## config.mk

```make
export PLATFORM = sky130hd
export DESIGN_NAME = touch_contact_filter_tracker_top
export DESIGN_NICKNAME = d
export VERILOG_FILES = /design/src/sv/tcft_pkg.sv /design/src/sv/touch_contact_filter_tracker_top.sv
export SDC_FILE = /design/constraint.sdc
export NUM_CORES = 1
export LEC_CHECK = 0
export BUFFER_PORTS_ARGS = -buffer_cell sky130_fd_sc_hd__buf_2
export CORE_MARGIN = 2
export CORE_UTILIZATION = 35
export CTS_CLUSTER_SIZE = 12
export DETAILED_ROUTE_END_ITERATION = 10
export RECOVER_POWER = 50
export SYNTH_ARGS = -nofsm -noshare
export SYNTH_HDL_FRONTEND = slang
export SYNTH_SLANG_ARGS = --single-unit
```

## constraint.sdc

```tcl
create_clock -name aclk -period 3.7 [get_ports aclk]
set_input_delay 0.37 -clock aclk [delete_from_list [all_inputs] [get_ports aclk]]
set_output_delay 0.37 -clock aclk [all_outputs]
set_load 0.03 [all_outputs]
```

## src/sv/tcft_pkg.sv

```systemverilog
// Shared widths, register indexes and helpers for the touch contact filter tracker.
// No dependencies; imported by touch_contact_filter_tracker_top.
`default_nettype none

package tcft_pkg;

    localparam int POS_W   = 13;
    localparam int ID_W    = 8;
    localparam int CNT_W   = 3;
    localparam int CFG_W   = 32;
    localparam int CIDX_W  = 3;
    localparam int WIDE_W  = POS_W + 2;

    typedef logic [POS_W-1:0]         pos_t;
    typedef logic signed [WIDE_W-1:0] wpos_t;

    // Configuration register indexes
    localparam logic [CIDX_W-1:0] REG_IGNORE_NEAR   = 3'd0;
    localparam logic [CIDX_W-1:0] REG_PALM_REJECT   = 3'd1;
    localparam logic [CIDX_W-1:0] REG_IGNORE_BUTTON = 3'd2;
    localparam logic [CIDX_W-1:0] REG_BUTTON_DIS    = 3'd3;
    localparam logic [CIDX_W-1:0] REG_STOP_PRESSURE = 3'd4;
    localparam logic [CIDX_W-1:0] REG_STOP_SIZE     = 3'd5;
    localparam logic [CIDX_W-1:0] REG_X_MIN         = 3'd6;
    localparam logic [CIDX_W-1:0] REG_Y_MIN         = 3'd7;

    // Item kinds
    localparam logic KIND_HEADER = 1'b0;
    localparam logic KIND_FINGER = 1'b1;

    // Finger state bits and type codes
    localparam int          FSTATE_VALID_BIT = 2;
    localparam int          FSTATE_FLOAT_BIT = 1;
    localparam logic [3:0]  FTYPE_PALM       = 4'd6;

    localparam logic [CFG_W-1:0] STOP_OFF = 32'hFFFF_FFFF;
    localparam pos_t             POS_MAX  = 13'h1FFF;

    // Clamp an offset position into 0..POS_MAX
    function automatic pos_t clamp_pos(input wpos_t v);
        pos_t r;
        if (v <= 0) begin
            r = '0;
        end else if (v > $signed({2'b00, POS_MAX})) begin
            r = POS_MAX;
        end else begin
            r = v[POS_W-1:0];
        end
        return r;
    endfunction

endpackage

`default_nettype wire

```

## src/sv/touch_contact_filter_tracker_top.sv

```systemverilog
// A transfer is held in the input register and its result in the m_ result register.
// Throughput: one item per cycle while m_ready keeps up; the input register feeds one
// compute stage that updates the two tracking slots and loads the result register.
// Surplus fingers (no contacts left in the report) are consumed with no result.
// Reset (aresetn low, synchronous): both slots free, button history and finger
// count cleared, configuration registers at their documented reset values.
`default_nettype none

module touch_contact_filter_tracker_top #(
    parameter int MAX_CONTACTS = 5
) (
    input  wire                          aclk,
    input  wire                          aresetn,

    // configuration write port
    input  wire                          cfg_wr_en,
    input  wire [tcft_pkg::CIDX_W-1:0]   cfg_index,
    input  wire [tcft_pkg::CFG_W-1:0]    cfg_wdata,

    // input channel
    input  wire                          s_valid,
    output logic                         s_ready,
    input  wire                          s_kind,
    input  wire                          s_button,
    input  wire [15:0]                   s_timestamp,
    input  wire [7:0]                    s_finger_count,
    input  wire [tcft_pkg::ID_W-1:0]     s_finger_id,
    input  wire [tcft_pkg::POS_W-1:0]    s_raw_x,
    input  wire [tcft_pkg::POS_W-1:0]    s_raw_y,
    input  wire [3:0]                    s_finger_state,
    input  wire [3:0]                    s_finger_type,
    input  wire [7:0]                    s_pressure,
    input  wire [7:0]                    s_contact_size,

    // result channel
    output logic                         m_valid,
    input  wire                          m_ready,
    output logic                         m_result_kind,
    output logic                         m_button_clicked,
    output logic [15:0]                  m_scan_time,
    output logic [tcft_pkg::CNT_W-1:0]   m_contact_count,
    output logic [tcft_pkg::ID_W-1:0]    m_contact_id,
    output logic [tcft_pkg::POS_W-1:0]   m_pos_x,
    output logic [tcft_pkg::POS_W-1:0]   m_pos_y,
    output logic                         m_tip_switch,
    output logic                         m_confidence
);
    import tcft_pkg::*;

    localparam logic [7:0]       MAX_CNT8 = 8'(MAX_CONTACTS);
    localparam logic [CNT_W-1:0] MAX_CNT  = CNT_W'(MAX_CONTACTS);

    // ------------------------------------------------------------------
    // Configuration registers
    // ------------------------------------------------------------------
    logic              ignore_near_reg;
    logic              palm_reject_reg;
    logic              ignore_button_reg;
    logic              button_dis_reg;
    logic [CFG_W-1:0]  stop_pressure_reg;
    logic [CFG_W-1:0]  stop_size_reg;
    logic [POS_W-1:0]  x_min_reg;
    logic [POS_W-1:0]  y_min_reg;

    always_ff @(posedge aclk) begin
        if (!aresetn) begin
            ignore_near_reg   <= 1'b1;
            palm_reject_reg   <= 1'b0;
            ignore_button_reg <= 1'b1;
            button_dis_reg    <= 1'b0;
            stop_pressure_reg <= '0;
            stop_size_reg     <= STOP_OFF;
            x_min_reg         <= '0;
            y_min_reg         <= '0;
        end else if (cfg_wr_en) begin
            case (cfg_index)
                REG_IGNORE_NEAR:   ignore_near_reg   <= cfg_wdata[0];
                REG_PALM_REJECT:   palm_reject_reg   <= cfg_wdata[0];
                REG_IGNORE_BUTTON: ignore_button_reg <= cfg_wdata[0];
                REG_BUTTON_DIS:    button_dis_reg    <= cfg_wdata[0];
                REG_STOP_PRESSURE: stop_pressure_reg <= cfg_wdata;
                REG_STOP_SIZE:     stop_size_reg     <= cfg_wdata;
                REG_X_MIN:         x_min_reg         <= cfg_wdata[POS_W-1:0];
                REG_Y_MIN:         y_min_reg         <= cfg_wdata[POS_W-1:0];
                default: ;
            endcase
        end
    end

    // ------------------------------------------------------------------
    // Handshake: the input register advances whenever the result register
    // can take what the compute stage produces (or is being drained).
    // ------------------------------------------------------------------
    logic s1_valid_reg;
    logic m_valid_reg;
    logic out_free;
    logic s1_fire;
    logic s_fire;

    assign out_free = !m_valid_reg || m_ready;
    assign s1_fire  = s1_valid_reg && out_free;
    assign s_ready  = !s1_valid_reg || out_free;
    assign s_fire   = s_valid && s_ready;

    // Input register: payload needs no reset
    logic              s1_kind_reg;
    logic              s1_button_reg;
    logic [15:0]       s1_timestamp_reg;
    logic [7:0]        s1_count_reg;
    logic [ID_W-1:0]   s1_id_reg;
    logic [POS_W-1:0]  s1_raw_x_reg;
    logic [POS_W-1:0]  s1_raw_y_reg;
    logic [3:0]        s1_state_reg;
    logic [3:0]        s1_type_reg;
    logic [7:0]        s1_pressure_reg;
    logic [7:0]        s1_size_reg;

    always_ff @(posedge aclk) begin
        if (!aresetn) begin
            s1_valid_reg <= 1'b0;
        end else if (s_ready) begin
            s1_valid_reg <= s_valid;
        end
    end

    always_ff @(posedge aclk) begin
        if (s_fire) begin
            s1_kind_reg      <= s_kind;
            s1_button_reg    <= s_button;
            s1_timestamp_reg <= s_timestamp;
            s1_count_reg     <= s_finger_count;
            s1_id_reg        <= s_finger_id;
            s1_raw_x_reg     <= s_raw_x;
            s1_raw_y_reg     <= s_raw_y;
            s1_state_reg     <= s_finger_state;
            s1_type_reg      <= s_finger_type;
            s1_pressure_reg  <= s_pressure;
            s1_size_reg      <= s_contact_size;
        end
    end

    // ------------------------------------------------------------------
    // Tracking state
    // ------------------------------------------------------------------
    logic [POS_W-1:0]  slot_x_reg     [2];
    logic [POS_W-1:0]  slot_y_reg     [2];
    logic [ID_W-1:0]   slot_id_reg    [2];
    logic [1:0]        slot_free_reg;
    logic [1:0]        slot_touch_reg;
    logic              prev_button_reg;
    logic              cur_button_reg;
    logic [CNT_W-1:0]  fingers_left_reg;

    logic [POS_W-1:0]  slot_x_next    [2];
    logic [POS_W-1:0]  slot_y_next    [2];
    logic [ID_W-1:0]   slot_id_next   [2];
    logic [1:0]        slot_free_next;
    logic [1:0]        slot_touch_next;
    logic              prev_button_next;
    logic              cur_button_next;
    logic [CNT_W-1:0]  fingers_left_next;

    // Compute stage results
    logic              produce;
    logic              btn;
    logic [15:0]       scan_time;
    logic [CNT_W-1:0]  count_sat;
    wpos_t             rx_ext;
    wpos_t             ry_neg;
    wpos_t             x_off;
    wpos_t             y_off;
    pos_t              px;
    pos_t              py;
    logic              tip;
    logic              conf;
    logic              ok_btn;
    logic              ok_press;
    logic              ok_size;
    logic              do_update;
    logic [1:0]        match;
    logic              sel;
    logic [POS_W-1:0]  out_x;
    logic [POS_W-1:0]  out_y;

    // Header path
    assign btn       = s1_button_reg && !button_dis_reg;
    assign scan_time = {s1_timestamp_reg[12:0], 3'b000} + {s1_timestamp_reg[14:0], 1'b0};
    assign count_sat = (s1_count_reg > MAX_CNT8) ? MAX_CNT : s1_count_reg[CNT_W-1:0];

    // Position: sign extend, negate Y, offset by the minimum and clamp
    assign rx_ext = $signed({{2{s1_raw_x_reg[POS_W-1]}}, s1_raw_x_reg});
    assign ry_neg = -$signed({{2{s1_raw_y_reg[POS_W-1]}}, s1_raw_y_reg});
    assign x_off  = rx_ext - $signed({{2{x_min_reg[POS_W-1]}}, x_min_reg});
    assign y_off  = ry_neg - $signed({{2{y_min_reg[POS_W-1]}}, y_min_reg});
    assign px     = clamp_pos(x_off);
    assign py     = clamp_pos(y_off);

    // Contact flags
    assign tip  = s1_state_reg[FSTATE_VALID_BIT]
                  && (!ignore_near_reg || !s1_state_reg[FSTATE_FLOAT_BIT]);
    assign conf = !palm_reject_reg || (s1_type_reg != FTYPE_PALM);

    // Update rules: button held across two reports, pressure and size gates
    assign ok_btn    = !ignore_button_reg || !prev_button_reg || !cur_button_reg;
    assign ok_press  = (stop_pressure_reg == STOP_OFF)
                       || ({24'd0, s1_pressure_reg} > stop_pressure_reg);
    assign ok_size   = (stop_size_reg == STOP_OFF)
                       || ({24'd0, s1_size_reg} > stop_size_reg);
    assign do_update = ok_btn && ok_press && ok_size;

    assign match[0] = !slot_free_reg[0] && (slot_id_reg[0] == s1_id_reg);
    assign match[1] = !slot_free_reg[1] && (slot_id_reg[1] == s1_id_reg);

    // Slot choice: matching slot first, else slot 0 unless it is touching
    assign sel = match[0] ? 1'b0 : (match[1] ? 1'b1 : slot_touch_reg[0]);

    assign produce = (s1_kind_reg == KIND_HEADER) || (fingers_left_reg != '0);

    always_comb begin
        slot_x_next       = slot_x_reg;
        slot_y_next       = slot_y_reg;
        slot_id_next      = slot_id_reg;
        slot_free_next    = slot_free_reg;
        slot_touch_next   = slot_touch_reg;
        prev_button_next  = prev_button_reg;
        cur_button_next   = cur_button_reg;
        fingers_left_next = fingers_left_reg;
        out_x             = px;
        out_y             = py;

        if (s1_kind_reg == KIND_HEADER) begin
            prev_button_next  = cur_button_reg;
            cur_button_next   = btn;
            fingers_left_next = count_sat;
        end else if (fingers_left_reg != '0) begin
            fingers_left_next = fingers_left_reg - 1'b1;
            if (do_update) begin
                slot_x_next[sel]     = px;
                slot_y_next[sel]     = py;
                slot_id_next[sel]    = s1_id_reg;
                slot_free_next[sel]  = 1'b0;
                slot_touch_next[sel] = tip;
            end else begin
                // Free a lifted contact's slot, or report its held position
                for (int s = 0; s < 2; s++) begin
                    if (match[s]) begin
                        slot_touch_next[s] = tip;
                        if (!tip) begin
                            slot_free_next[s] = 1'b1;
                        end
                    end
                end
                if (match[1] && tip) begin
                    out_x = slot_x_reg[1];
                    out_y = slot_y_reg[1];
                end else if (match[0] && tip) begin
                    out_x = slot_x_reg[0];
                    out_y = slot_y_reg[0];
                end
            end
        end
    end

    always_ff @(posedge aclk) begin
        if (!aresetn) begin
            for (int s = 0; s < 2; s++) begin
                slot_x_reg[s]  <= '0;
                slot_y_reg[s]  <= '0;
                slot_id_reg[s] <= '0;
            end
            slot_free_reg    <= 2'b11;
            slot_touch_reg   <= 2'b00;
            prev_button_reg  <= 1'b0;
            cur_button_reg   <= 1'b0;
            fingers_left_reg <= '0;
        end else if (s1_fire) begin
            slot_x_reg       <= slot_x_next;
            slot_y_reg       <= slot_y_next;
            slot_id_reg      <= slot_id_next;
            slot_free_reg    <= slot_free_next;
            slot_touch_reg   <= slot_touch_next;
            prev_button_reg  <= prev_button_next;
            cur_button_reg   <= cur_button_next;
            fingers_left_reg <= fingers_left_next;
        end
    end

    // ------------------------------------------------------------------
    // Result register
    // ------------------------------------------------------------------
    logic              m_kind_reg;
    logic              m_button_reg;
    logic [15:0]       m_scan_reg;
    logic [CNT_W-1:0]  m_count_reg;
    logic [ID_W-1:0]   m_id_reg;
    logic [POS_W-1:0]  m_x_reg;
    logic [POS_W-1:0]  m_y_reg;
    logic              m_tip_reg;
    logic              m_conf_reg;

    always_ff @(posedge aclk) begin
        if (!aresetn) begin
            m_valid_reg <= 1'b0;
        end else if (s1_fire) begin
            m_valid_reg <= produce;
        end else if (m_ready) begin
            m_valid_reg <= 1'b0;
        end
    end

    always_ff @(posedge aclk) begin
        if (s1_fire) begin
            if (s1_kind_reg == KIND_HEADER) begin
                m_kind_reg   <= KIND_HEADER;
                m_button_reg <= btn;
                m_scan_reg   <= scan_time;
                m_count_reg  <= count_sat;
                m_id_reg     <= '0;
                m_x_reg      <= '0;
                m_y_reg      <= '0;
                m_tip_reg    <= 1'b0;
                m_conf_reg   <= 1'b0;
            end else begin
                m_kind_reg   <= KIND_FINGER;
                m_button_reg <= 1'b0;
                m_scan_reg   <= '0;
                m_count_reg  <= '0;
                m_id_reg     <= s1_id_reg;
                m_x_reg      <= out_x;
                m_y_reg      <= out_y;
                m_tip_reg    <= tip;
                m_conf_reg   <= conf;
            end
        end
    end

    assign m_valid          = m_valid_reg;
    assign m_result_kind    = m_kind_reg;
    assign m_button_clicked = m_button_reg;
    assign m_scan_time      = m_scan_reg;
    assign m_contact_count  = m_count_reg;
    assign m_contact_id     = m_id_reg;
    assign m_pos_x          = m_x_reg;
    assign m_pos_y          = m_y_reg;
    assign m_tip_switch     = m_tip_reg;
    assign m_confidence     = m_conf_reg;

    // ------------------------------------------------------------------
    // Assertions
    // ------------------------------------------------------------------
`ifndef SYNTHESIS
    // Remaining finger count never exceeds the contact limit
    a_fingers_bound: assert property (@(posedge aclk) disable iff (!aresetn)
        fingers_left_reg <= MAX_CNT)
        else $error("fingers_left exceeds MAX_CONTACTS");

    // Two occupied slots never track the same finger id
    a_slot_unique: assert property (@(posedge aclk) disable iff (!aresetn)
        !(!slot_free_reg[0] && !slot_free_reg[1] && (slot_id_reg[0] == slot_id_reg[1])))
        else $error("both slots hold the same id");

    // A header leaving the compute stage always yields a header result
    a_header_result: assert property (@(posedge aclk) disable iff (!aresetn)
        (s1_fire && (s1_kind_reg == KIND_HEADER)) |=> (m_valid_reg && (m_kind_reg == KIND_HEADER)))
        else $error("header transfer lost its result");

    // Input stalls only while a result waits on the output side
    a_stall_cause: assert property (@(posedge aclk) disable iff (!aresetn)
        !s_ready |-> (s1_valid_reg && m_valid_reg && !m_ready))
        else $error("input stalled without output backpressure");
`endif

endmodule

`default_nettype wire
```

* Word-level counts from Yosys, hierarchy flattened
Index checks and enable logic that the tools add are counted.
** Storage, ports and cells
- Register bits after elaboration :: 312
- Output and inout bits :: 59
- Word-level logic and storage cells :: 166
** Cells by class
- Add/sub/neg operators :: 5
- Order comparisons :: 11
- Equal/unequal tests :: 14
- Mux-type cells :: 37
- Bitwise operators :: 4
- Reductions and logical operators :: 52
** Operators by type and width (count)
- 13-bit two-way mux :: 13
- 32-bit == test (second input constant) :: 2
- 8-bit by 32-bit greater-than comparator with 1-bit output :: 2
- 26-bit bitwise mux :: 2
- 2-bit AND reduction :: 10
- 16-bit adder :: 1
- 16-bit bitwise mux :: 1
- 8-bit == test :: 2
- 15-bit by 14-bit greater-than comparator with 1-bit output (second input constant) :: 1
- 15-bit by 1-bit <= comparator with 1-bit output (second input constant) :: 1
- 13-bit negator with 15-bit output :: 1
- 15-bit by 13-bit subtractor with 15-bit output :: 1
- 14-bit greater-than comparator (second input constant) :: 1
- 14-bit by 1-bit <= comparator with 1-bit output (second input constant) :: 1
- 13-bit by 13-bit subtractor with 14-bit output :: 1
- 13-bit demux with 1-bit select :: 1
- 3-bit == test (second input constant) :: 4
- 1-bit logical AND :: 12
- 4-bit AND reduction :: 3
- 1-bit zero test :: 11
- 1-bit two-way mux :: 11
- 5-bit AND reduction :: 2
- 1-bit logical OR :: 9
- 3-bit two-way mux :: 3
- 22 further kinds :: 27

* Longest topological paths before layout
- Depth after elaboration :: 11
- Mapped depth :: 12

* Worst setup path before layout
No wires, ideal clock.
- Path kind :: reg-to-reg
- Start point :: register m_valid_reg (netlist: m_valid)
- End point :: register s1_button_reg (enable)
- Library setup time :: 448 ps
- Data arrival time :: 2790 ps
- Data required time :: 3252 ps
- Setup slack :: 462 ps
- Stages on the path, launching flop included :: 4
- Buffers on the path :: 0
- Period minus slack after synthesis :: 3238 ps
- Cells stage by stage :: dfxtp_1 > nor2b_1 > nand2_1 > and2_1
** Between the ends
- Longest elaborated chain between the ends :: 4
** RTL lines
- start, declared :: line touch_contact_filter_tracker_top.sv:95 : logic m_valid_reg;
- start signal, assigned :: line touch_contact_filter_tracker_top.sv:305 : m_valid_reg <= produce;
- 1-bit zero test :: line touch_contact_filter_tracker_top.sv:100 : assign out_free = !m_valid_reg || m_ready;
- 1-bit logical OR :: line touch_contact_filter_tracker_top.sv:100
- 1-bit logical OR :: line touch_contact_filter_tracker_top.sv:102 : assign s_ready = !s1_valid_reg || out_free;
- via s_ready :: line touch_contact_filter_tracker_top.sv:22 : output logic s_ready,
- 1-bit logical AND :: line touch_contact_filter_tracker_top.sv:103 : assign s_fire = s_valid && s_ready;
- via s_fire :: line touch_contact_filter_tracker_top.sv:98 : logic s_fire;
- end signal, assigned :: line touch_contact_filter_tracker_top.sv:129 : s1_button_reg <= s_button;
- end, declared :: line touch_contact_filter_tracker_top.sv:107 : logic s1_button_reg;
The timed path passes the listed nets, and every way through them passes these cells.
A chain may end at the register's enable or synchronous reset.

* Worst setup path in the final report
- Start point :: register s1_raw_y_reg[1]
- End point :: register m_y_reg[12] (netlist: m_pos_y[12]), data pin
** Between the ends
- Longest elaborated chain between the ends :: 9
- Elaborated cells on any way between the ends :: 10
- Those cells by class :: add/sub (2); order compare (2); mux (6)
** RTL lines
- start, declared :: line touch_contact_filter_tracker_top.sv:112 : logic [POS_W-1:0] s1_raw_y_reg;
- start signal, assigned :: line touch_contact_filter_tracker_top.sv:134 : s1_raw_y_reg <= s_raw_y;
- 13-bit negator with 15-bit output * :: line touch_contact_filter_tracker_top.sv:192 : assign ry_neg = -$signed({{2{s1_raw_y_reg[POS_W-1]}}, s1_raw_y_reg});
- 15-bit by 13-bit subtractor with 15-bit output * :: line touch_contact_filter_tracker_top.sv:194 : assign y_off = ry_neg - $signed({{2{y_min_reg[POS_W-1]}}, y_min_reg});
- 15-bit by 14-bit greater-than comparator with 1-bit output :: line tcft_pkg.sv:44 : end else if (v > $signed({2'b00, POS_MAX})) begin
- 13-bit two-way mux :: line tcft_pkg.sv:44
- 13-bit two-way mux * :: line tcft_pkg.sv:42 : if (v <= 0) begin
- 13-bit two-way mux :: line touch_contact_filter_tracker_top.sv:256 : end else if (match[0] && tip) begin
- 13-bit two-way mux :: line touch_contact_filter_tracker_top.sv:253 : if (match[1] && tip) begin
- 13-bit two-way mux :: line touch_contact_filter_tracker_top.sv:237 : if (do_update) begin
- 13-bit two-way mux * :: line touch_contact_filter_tracker_top.sv:235 : end else if (fingers_left_reg != '0) begin
- end signal, assigned :: line touch_contact_filter_tracker_top.sv:330 : m_y_reg <= out_y;
- end, declared :: line touch_contact_filter_tracker_top.sv:297 : logic [POS_W-1:0] m_y_reg;
Every way passes the cells marked *; elsewhere a longest branch is shown, timed or not.

==> flow_results.org <==
** Logic synthesis
- Synthesis produced a netlist whose cell count is 1497.
- Count of different cell masters after synthesis :: 72
- In the synthesized netlist the async set-or-reset flop fraction comes to 0%.
- For this run, the number of Yosys warnings is 0.
- After synthesis, the mean cell area works out to 9.77 µm².
- Fraction of synthesized cell area taken by the top area cell type :: 28.1%
- Yosys mapped a number of flops with a built-in enable equal to 137.
- Counting instances in the post-synthesis netlist gives the leading cell types as 309 x sky130_fd_sc_hd__nand2_1, 172 x sky130_fd_sc_hd__dfxtp_1, 137 x sky130_fd_sc_hd__edfxtp_1, 76 x sky130_fd_sc_hd__inv_1, 69 x sky130_fd_sc_hd__ha_1.
- Most numerous cell in the Yosys netlist :: sky130_fd_sc_hd__nand2_1
- Yosys attributes the largest share of cell area to sky130_fd_sc_hd__edfxtp_1 28%, sky130_fd_sc_hd__dfxtp_1 24%, sky130_fd_sc_hd__nand2_1 7.9%.
- In the synthesized netlist the dominant register cell turns out to be sky130_fd_sc_hd__dfxtp_1.
- Synthesis inferred 309 register bits.
- The cell area that synthesis handed to floorplanning was 14600 µm².
- The synthesized design spends more area on one cell type than any other, namely sky130_fd_sc_hd__edfxtp_1.
- The number of nets handed over by synthesis was 1693.
- Proportion of synthesized chip area in sequential cells :: 51.7%

** Timing
- RSZ-0062 raised after global routing :: no
- After layout, the minimum clock period comes to 3420 ps.
- The final number of max-transition violations was 214.
- Highest attainable clock frequency :: 293 MHz
- Max transition margin :: -28.4%
- Count of final hold-check violations :: 0
- For the final database, setup skew stands at 16.9 ps.
- Fraction of the cycle the final worst path needs :: 92.3%
- Setup violations remaining at the end of the flow were counted as 0.
- Setup_tns :: 0 ps
- At the pin with the least slew margin, the transition time is 1930 ps.

** Clocking
- Clock latency at the later pin of the worst-skew pair :: 520 ps
- Clock buffer depth :: 3
- The clock drives 309 sinks.
- CTS Root Cell :: sky130_fd_sc_hd__clkbuf_16
- TritonCTS built the clock tree.
- Number of setup buffers added after CTS :: 0
- CTS H-Tree Depth :: 2
- After clock tree synthesis, the clock-pin slew on the worst setup and hold paths is 60 ps.
- Number of buffers inserted during clock tree synthesis :: 36

** Critical path
- At the worst endpoint, the required time is 4040 ps.
- Critical path's slowest cell :: sky130_fd_sc_hd__fa_1
- The worst setup path is captured at a flop.
- Crit path largest cell delay :: 420 ps
- In this design, the largest share of critical-path delay is due to compound AO/OA/AOI/OAI gates.
- The worst setup path is launched from a flop.
- Crit Path Max Fanout :: 8
- Data arrival time of the worst path :: 3760 ps
- The number of buffers and inverters on the critical path is 2.
- Walking the worst path, the cells encountered are ha_1 > inv_1 > ha_1 > fa_1 > a211oi_1 > o21ai_0 > a221o_1 > o22ai_1 > xnor2_1 > buf_4 > a21oi_1 > nor2_1 > a211oi_1.
- The critical path in this run is classified as reg -> reg.

** Drt
- Remaining routing DRC violations :: 0
- The count of nets left with antenna violations once routing finished came out at 0.
- Number of search-and-repair iterations in the first detailed-routing pass :: 5
- After detailed routing, the met3 layer carries 2.25 mm of wire.
- In the routed layout, each cell is associated on average with a via count of 5.10.
- Sum of met2 wire segment lengths after detailed routing :: 18.8 mm
- Via count :: 11400
- After the first detailed-routing iteration, the DRC count stood at 635.
- The final layout contains routed wiring with a total length of 38.8 mm.
- WL met1 :: 16.9 mm
- Signal routing reaches up to met5.
- After detailed routing, the average wire length per cell comes to 17.3 µm.

** GRT
- Overall overflow remaining after global route :: 0
- Largest net degree at the start of global routing :: 91
- The initial antenna violation count was 5.
- For this run, the total global-route usage over all layers was measured as 17.6%.
- The via count of the first global-routing pass was 11200.
- The first global-routing pass estimated 61.0 mm of wire.

** Hold path
- The min-delay analysis places its worst path in the category in -> reg.

** Cells and area
- Relative to the synthesized area, the layout overhead comes to 17.7%.
- In the final layout, the multi-input gates occupy 6430 µm².
- The post-route netlist has 13.0% of its cells at a drive strength greater than 1.
- The count of cells in the finished layout, fillers not included, comes to 2241.
- After filler insertion, the fill cell instance count of the layout stands at 3982.
- Finished layout cell area :: 17200 µm²
- Across the whole layout, storage elements account for 7560 µm².
- Final layout net count :: 1876

** Pwr
- Clock network fraction of design power :: 41.5%
- Internal power component :: 6140 µW
- For this design the total switching power over the nets is 2140 µW.
- Switching Fraction :: 25.8%
- Combinational power share :: 12.8%
- Summed over all cells, the static leakage comes to 0.00665 µW.
- VDD sags by at most 264 µV.
- Pwr per Cell Area :: 481 nW/µm²
- Sequential share of power :: 45.7%

** Run status
- Violated checks :: max-capacitance violations, max-slew violations
- Status :: finished, violations left

** Die
- Core outline area :: 41000 µm²
- Row generation in the floorplan step produced 74 rows.
- Die outline width :: 208 µm
- Ports :: 183
- Die Area :: 43400 µm²
- Effective utilization at floorplan :: 35.6%
- Measured along the y axis, the die boundary spans 208 µm.

** Placed design
- Instance area after placement :: 16100 µm²
- At the end of routability-driven placement, the weighted congestion stood at 0.852.
- The HPWL after detailed placement is 28.0 mm.
- Counting tap cells, the placed design contains a total of 2165 instances.
- Count of buffers inserted at the top-level ports :: 178

** Run
- Max-cap violations in this run came to 3.
## path summary, 6_finish.rpt
path / from / to / slack [ps] / cells past startpoint
setup / recovery: s1_raw_y_reg[1]$_DFFE_PP_ / m_pos_y[12]$_SDFFCE_PN0P_ / 280 / 13
hold / removal: s_raw_y[10] / s1_raw_y_reg[10]$_DFFE_PP_ / 20 / 1
setup reg to reg: s1_raw_y_reg[1]$_DFFE_PP_ / m_pos_y[12]$_SDFFCE_PN0P_ / 280 / 13
hold reg to reg: slot_y_reg[14]$_SDFFE_PN0P_ / slot_y_reg[14]$_SDFFE_PN0P_ / 450 / 2
## cell families after synthesis
logic type / synth area share (%)
adders and majority gates: 6.32
AOI/OAI and AO/OA: 15.7
xor gates and xnor gates: 2.76
DFF: 51.7
muxes: 0.890
other: 0.0256
buffers and inverters: 4.41
and+or+nand+nor: 18.3
## cells in the final DEF (no fill, tap or decap), types with 27 or more instances in the layout
cell type,netlist,final
sky130_fd_sc_hd__nand2_1,309,309
sky130_fd_sc_hd__dfxtp_1,172,172
sky130_fd_sc_hd__edfxtp_1,137,137
sky130_fd_sc_hd__buf_2,4,114
sky130_fd_sc_hd__inv_1,76,76
sky130_fd_sc_hd__clkbuf_1,49,75
sky130_fd_sc_hd__ha_1,69,69
sky130_fd_sc_hd__a21boi_0,61,61
sky130_fd_sc_hd__a21oi_1,59,59
sky130_fd_sc_hd__nor2_1,60,57
sky130_fd_sc_hd__nand3_1,43,43
sky130_fd_sc_hd__clkbuf_16,0,38
sky130_fd_sc_hd__nand4_1,34,34
sky130_fd_sc_hd__o22ai_1,29,29
sky130_fd_sc_hd__a21boi_1,28,28
sky130_fd_sc_hd__o21ai_0,27,27
## what timing repair did
action / CTS / global route
hold buffers: 9 / 0
resized for setup: 0 / 1
setup endpoints to repair: 0 / 2
endpoints found under the hold margin: 9 / 0
## power by group through the flow
stage / clock (µW) / combinational [µW] / sequential, µW
2_1_floorplan: 0 / 631 / 3920
3_3_place_gp: 0 / 1040 / 3850
3_5_place_dp: 0 / 1060 / 3860
4_1_cts: 3520 / 1070 / 3780
5_1_grt: 3670 / 1170 / 3800
6_report: 3440 / 1060 / 3780
## worst reg2reg max path, delay by kind of cell (launching register included)
| family | cells | cell delay (ps) |
|---|---|---|
| adders and majority gates | 3 | 910 |
| and+or+nand+nor | 1 | 80 |
| xor gates and xnor gates | 1 | 120 |
| buffers and inverters | 2 | 220 |
| AOI/OAI and AO/OA | 6 | 1550 |
| DFF | 1 | 360 |
## through the flow
| stage | setup slack, ps | utilization [%] | hold WS [ps] | power [µW] |
|---|---|---|---|---|
| floorplan | 462 | - | 426 | 4550 |
| global placement | 367 | 39.2 | 434 | 4900 |
| detailed placement | 268 | 39.2 | 442 | 4920 |
| CTS | 242 | 42.2 | 0.565 | 8380 |
| global route | 18.5 | 42.0 | 1.95 | 8640 |
| finish | 283 | 42.0 | 22.6 | 8280 |
## area by class of cell
type	count	share of cell area, %
Inverter	76	1.66
Sequential cell	309	43.9
Timing Repair Buffer	216	6.54
Tap cell	532	3.87
Antenna cell	1	0.0145
Clock inverter	13	0.589
Multi-Input combinational cell	1041	37.3
Clock buffer	53	6.08
## routing by layer
metal	up-vias	global-route usage [%]
met5	-	0
met3	62	3.68
met4	8	5.21
li1	5669	-
met1	5403	22.5
met2	286	30.0
Power figures use the tool's default switching activity.
